==> config.mk <==
export PLATFORM = sky130hd
export DESIGN_NAME = spf_front
export DESIGN_NICKNAME = d
export VERILOG_FILES = /design/src/hw/rtl/spf_pkg.sv /design/src/hw/rtl/spf_front.sv
export SDC_FILE = /design/constraint.sdc
export NUM_CORES = 1
export LEC_CHECK = 0
export BUFFER_PORTS_ARGS = -buffer_cell sky130_fd_sc_hd__buf_4
export CORE_ASPECT_RATIO = 1.25
export CORE_UTILIZATION = 55
export CTS_CLUSTER_DIAMETER = 200
export DETAILED_ROUTE_END_ITERATION = 10
export GPL_TIMING_DRIVEN = 0
export HOLD_SLACK_MARGIN = 0.06
export PLACE_DENSITY = 0.89
export SKIP_CTS_REPAIR_TIMING = 1
export SYNTH_ARGS = -nofsm -noshare
export SYNTH_HDL_FRONTEND = slang
export SYNTH_SLANG_ARGS = --single-unit
export TNS_END_PERCENT = 30
==> constraint.sdc <==
create_clock -name clk -period 2.5 [get_ports clk]
set_input_delay 0.125 -clock clk [delete_from_list [all_inputs] [get_ports clk]]
set_output_delay 0.125 -clock clk [all_outputs]
set_load 0.05 [all_outputs]
==> src/hw/rtl/spf_pkg.sv <==
`default_nettype none
package spf_pkg;
    localparam int MAX_N_DEF = 4096;
    localparam int MAX_DIV_DEF = 64;
    localparam int MAX_RESULTS = 48;
    localparam int VW = 13;
    localparam int EW = 4;
    localparam int SW = 2;

    localparam logic [0:0] REG_LIMIT = 1'd0;
    localparam logic [0:0] REG_MODE = 1'd1;

    localparam logic [SW-1:0] ST_OK = 2'd0;
    localparam logic [SW-1:0] ST_RANGE = 2'd1;
    localparam logic [SW-1:0] ST_EMPTY = 2'd2;

    typedef enum logic [1:0] {
        CLS_NORMAL,
        CLS_RANGE,
        CLS_SMALL
    } cls_t;

    typedef struct packed {
        logic [VW-1:0] n;
        cls_t cls;
        logic mode;
    } req_t;

    typedef enum logic [3:0] {
        B_IDLE,
        B_CLR,
        B_SIEVE_RD,
        B_SIEVE_CHK,
        B_MARK_RD,
        B_MARK_CHK,
        B_FETCH,
        B_FWAIT,
        B_FDIV,
        B_PAIR,
        B_DRD,
        B_DWAIT,
        B_DMUL,
        B_EMIT_RD,
        B_EMIT_OUT,
        B_STATUS
    } bstate_t;
endpackage
`default_nettype wire

==> src/hw/rtl/spf_front.sv <==
`default_nettype none
module spf_front #(
    parameter int MAX_N = spf_pkg::MAX_N_DEF
) (
    input  wire logic                   clk,
    input  wire logic                   rst_n,
    input  wire logic                   start,
    input  wire logic [spf_pkg::VW-1:0] query_value,
    input  wire logic [spf_pkg::VW-1:0] limit_n,
    input  wire logic                   mode,
    input  wire logic                   deq,
    output logic                        busy,
    output logic                        q_valid,
    output spf_pkg::req_t               q_data
);
    import spf_pkg::*;

    localparam logic [VW:0] MAXN_W = (VW+1)'(MAX_N);

    logic [1:0] cnt_reg, cnt_next;
    req_t       ent_reg [2];
    logic       rd_reg, rd_next;
    logic       wr_reg, wr_next;
    logic [VW:0] lim;
    req_t       nr;
    logic       acc;

    assign lim = ({1'b0, limit_n} > MAXN_W) ? MAXN_W : {1'b0, limit_n};
    assign busy = (cnt_reg == 2'd2);
    assign acc = start && !busy;
    assign q_valid = (cnt_reg != 2'd0);
    assign q_data = ent_reg[rd_reg];

    always_comb
    begin
        nr.n = query_value;
        nr.mode = mode;
        if ({1'b0, query_value} > lim)
        begin
            nr.cls = CLS_RANGE;
        end
        else if (query_value < VW'(2))
        begin
            nr.cls = CLS_SMALL;
        end
        else
        begin
            nr.cls = CLS_NORMAL;
        end
        cnt_next = cnt_reg + 2'(acc) - 2'(deq && q_valid);
        rd_next = rd_reg ^ (deq && q_valid);
        wr_next = wr_reg ^ acc;
    end

    always_ff @(posedge clk)
    begin
        if (acc)
        begin
            ent_reg[wr_reg] <= nr;
        end
    end

    always_ff @(posedge clk or negedge rst_n)
    begin
        if (!rst_n)
        begin
            cnt_reg <= 2'd0;
            rd_reg <= 1'b0;
            wr_reg <= 1'b0;
        end
        else
        begin
            cnt_reg <= cnt_next;
            rd_reg <= rd_next;
            wr_reg <= wr_next;
        end
    end
endmodule
`default_nettype wire

**Word-level counts from Yosys, hierarchy flattened**

Memories as Yosys holds them, arrays and structs flattened.
Index checks and enable logic that the tools add are counted.

- Add/sub/neg operators: 2
- $lt $le $gt $ge: 3
- Eq/ne operators: 1
- Muxes and demuxes: 5
- Bitwise gates (word level): 2
- Reduce and logical (&&, ||, !) cells: 4

Operators by type and width:

| cell | number |
|---|---|
| $gt 13x13->1 | 1 |
| $gt 13x13->1 const B | 1 |
| $lt 13x2->1 const B | 1 |
| $mux 13 | 1 |
| $mux 2 | 2 |
| $add 2x1->2 | 1 |
| $eq 2x2->1 const B | 1 |
| $logic_and 1x1->1 | 2 |
| $mux 1 | 2 |
| $reduce_bool 2->1 | 1 |
| $sub 2x1->2 | 1 |
| $xor 1x1->1 | 2 |
| $logic_not 1->1 | 1 |

- Register bits: 4
- RAM bits: 32
- Input port bits: 31
- Output and inout port bits: 18
- Memories: 1

Memory list:

| name | words | bits a word | rd ports | clocked after Yosys merged registers in | wr ports | RTL line | RTL |
|---|---|---|---|---|---|---|---|
| ent_reg | 2 | 16 | 1 | 0 | 1 | spf_front.sv:21 | `req_t ent_reg [2];` |

**Logic depth before layout (Yosys ltp)**

- Depth after elaboration: 5
- Mapped depth: 8
- Mapped depth without buffers: 7

**Worst setup path before layout**

Ideal clock, no wire load.

- Kind: flip-flop to flip-flop
- From: register cnt_reg[1]
- To: register cnt_reg[1]
- Setup time: 0.123 ns
- Arrival time: 1.750 ns
- Required time: 2.377 ns
- Path slack: 0.627 ns
- Cell stages (with the launch flop): 8
- Cell sequence: dfrtp_1 or2_2 and2_1 ha_1 inv_1 ha_1 xnor2_1 xnor2_1

RTL lines:

| what | RTL line | RTL |
|---|---|---|
| start: declaration | spf_front.sv:20 | `logic [1:0] cnt_reg, cnt_next;` |
| start signal: assignment | spf_front.sv:73 | `cnt_reg <= cnt_next;` |
| $reduce_bool 2->1 | spf_front.sv:31 | `assign q_valid = (cnt_reg != 2'd0);` |
| named net q_valid | spf_front.sv:13 | `output logic q_valid,` |
| $logic_and 1x1->1 | spf_front.sv:50 | `cnt_next = cnt_reg + 2'(acc) - 2'(deq && q_valid);` |
| $sub 2x1->2 | spf_front.sv:50 |  |
| named net cnt_next[1] | spf_front.sv:20 |  |

The timed path passes the listed nets, and every way through them passes these cells.

==> flow_summary.ini <==
[sta]
slew_headroom = 0.495
setup_viol = 0
setup-tns-final_ns = 0
period_needed_ns = 1.94
rsz0062_at_grt = false
drv_slew = 0
fin_skew_ns = 0.00886
finalCritPeriodShare = 0.775
hold_violations = 0
tightest_slew_ns = 0.758
max_freq_ghz = 0.516
hold-worst-slack_ns = 0.110
setup_slack_ns = 0.563

[synthesis]
synth-seq-cells = 36
synth.distinct_cells = 24
synthFlopType = edfxtp_1
syn_nets = 171
synth-edff-count = 32
yosys-top-cells-area = edfxtp_1 55%, ha_1 12%, mux2_2 10%
synth_top_area_cell = edfxtp_1
ys_warn_count = 0
syn_area_per_cell_um2 = 14.2
syn_area_um2 = 1750
syn_inst = 123
async_flop_share = 0.111
synth_top_area_share = 0.550
synth-seq-area-share = 0.607

[routing]
firstDrtPassIters = 4
drt_iter0_markers = 63
detail-route-antenna-nets = 0
wl_mm = 3.60
vias = 1278
drc = 0
wire_per_inst_um = 15.7
vias_per_cell = 5.56

[cells_and_area]
layout_common_cells = 48 x buf_4, 32 x edfxtp_1, 17 x ha_1, 16 x mux2_2
largest_reg_flops = 32
layout_commonest_cell = buf_4
drive_above_1_share = 0.392
fin_area_um2 = 2360
diodes = 0
area.growth.synth_to_final_pct = 35.3
nNetsFinal = 241

[setup_path]
arrival_ns = 2.06
rrSetupSlack_ns = 0.68
startpoint_type = input pin
r2r_start = cnt_reg[1]
crit_required_ns = 2.62
rr_worst_depth = 7
cp_max_fo = 4
r2r_end = cnt_reg[1]
crit_path_end_kind = flop
criticalPathCategory = input pin to flop

[floorplanning]
chipHeight_um = 65.0
dieArea_um2 = 3410
core.rowCount = 22
num_io_pins = 49
coreArea_um2 = 2970
die_w_um = 52.4
initial_core_util = 0.588

[global_route]
grt_overflow_total = 0
grt_pass1_wl_mm = 5.40
grt_usage = 0.226
antenna_found_initial = 0
grt_pass1_vias = 1251
grt_max_degree = 17

[power_and_ir_drop]
power_density_nw_per_um2 = 1030
leakage_nw = 0.998
total_power_mw = 2.45
ir_drop_uv = 761

[placement]
gp_congestion = 0.799
port_buffers = 48
dp_slack_ns = 0.368
dpl.hpwl_mm = 2.57
placed_cell_area_um2 = 2150

[run]
drv_cap = 0

[hold_path]
hp-class = input pin to asynchronous set/reset pin

[cts]
cts_max_level = 2
cts_inserted_buffers = 5
clkLatencyLatePin_ns = 0.34
path_clk_slew_ns = 0.11
cts_tree = done
clock-root-buffer = clkbuf_4
cts.sinks = 36
clockBufferDepth = 2

[run_status]
status = complete, no violations
## logic make-up (layout without fill, tap and decap cells)
| logic type | Yosys count | after routing | share of synthesized area |
|---|---|---|---|
| and+or+nand+nor | 30 | 30 | 0.0838 |
| muxes | 16 | 16 | 0.103 |
| buffers and inverters | 10 | 81 | 0.0229 |
| DFF | 36 | 36 | 0.607 |
| adders and majority gates | 17 | 17 | 0.122 |
| xor gates and xnor gates | 3 | 3 | 0.0150 |
| AOI/OAI and AO/OA | 11 | 11 | 0.0465 |
## cell type report
type                    count  area [um2]
plain buffers               3        13.8
clock buffers               6        51.3
clock inverters             2        10.0
fillers                   164         608
inverters                   7        26.3
multi-input cells          77         647
flip-flops and latches     36        1060
well taps                  36        45.0
repair buffers             63         510
## metrics by stage
step,util,instances
5_1_grt,0.795,230
3_5_place_dp,0.724,207
3_3_place_gp,0.724,207
4_1_cts,0.745,215
6_report,0.795,230
2_1_floorplan,-,123
## worst max path at each step
stage,startpoint,to,cells past startpoint
after floorplan,cnt_reg[1],cnt_reg[1],7
after global placement,limit_n[12],ent_reg[0][1],8
after detailed placement,limit_n[12],ent_reg[0][1],8
after CTS,rd_reg,q_data[9],4
after global routing,query_value[12],ent_reg[1][2],7
final,query_value[12],ent_reg[1][2],7
## cell usage after synthesis (2+ instances only)
| cell type | instances |
|---|---|
| xnor2_1 | 2 |
| buf_2 | 2 |
| mux2_2 | 16 |
| nor4_1 | 4 |
| edfxtp_1 | 32 |
| nand4_1 | 3 |
| nand3_1 | 3 |
| a21oi_1 | 5 |
| dfrtp_1 | 4 |
| nand2_1 | 15 |
| ha_1 | 17 |
| nor2b_1 | 2 |
| inv_1 | 7 |
## routing by layer
metal / routed length (um) / track usage
met5: 0 / 0
met4: 96 / 0.128
met3: 198 / 0.0634
met2: 2010 / 0.392
met1: 1290 / 0.237
## where the power goes
part	switching, mW	internal [mW]
registers	0.0426	0.834
logic	0.804	0.444
clock network	0.187	0.134
total	1.03	1.41
## critical path, stage by stage
cell           delay (ns)
dlygate4sd3_1        0.54
buf_4                0.16
ha_1                 0.33
nand4_1              0.19
nor4_1               0.43
nand4_1              0.15
o31ai_1              0.13
(Power assumes the default switching activity.)
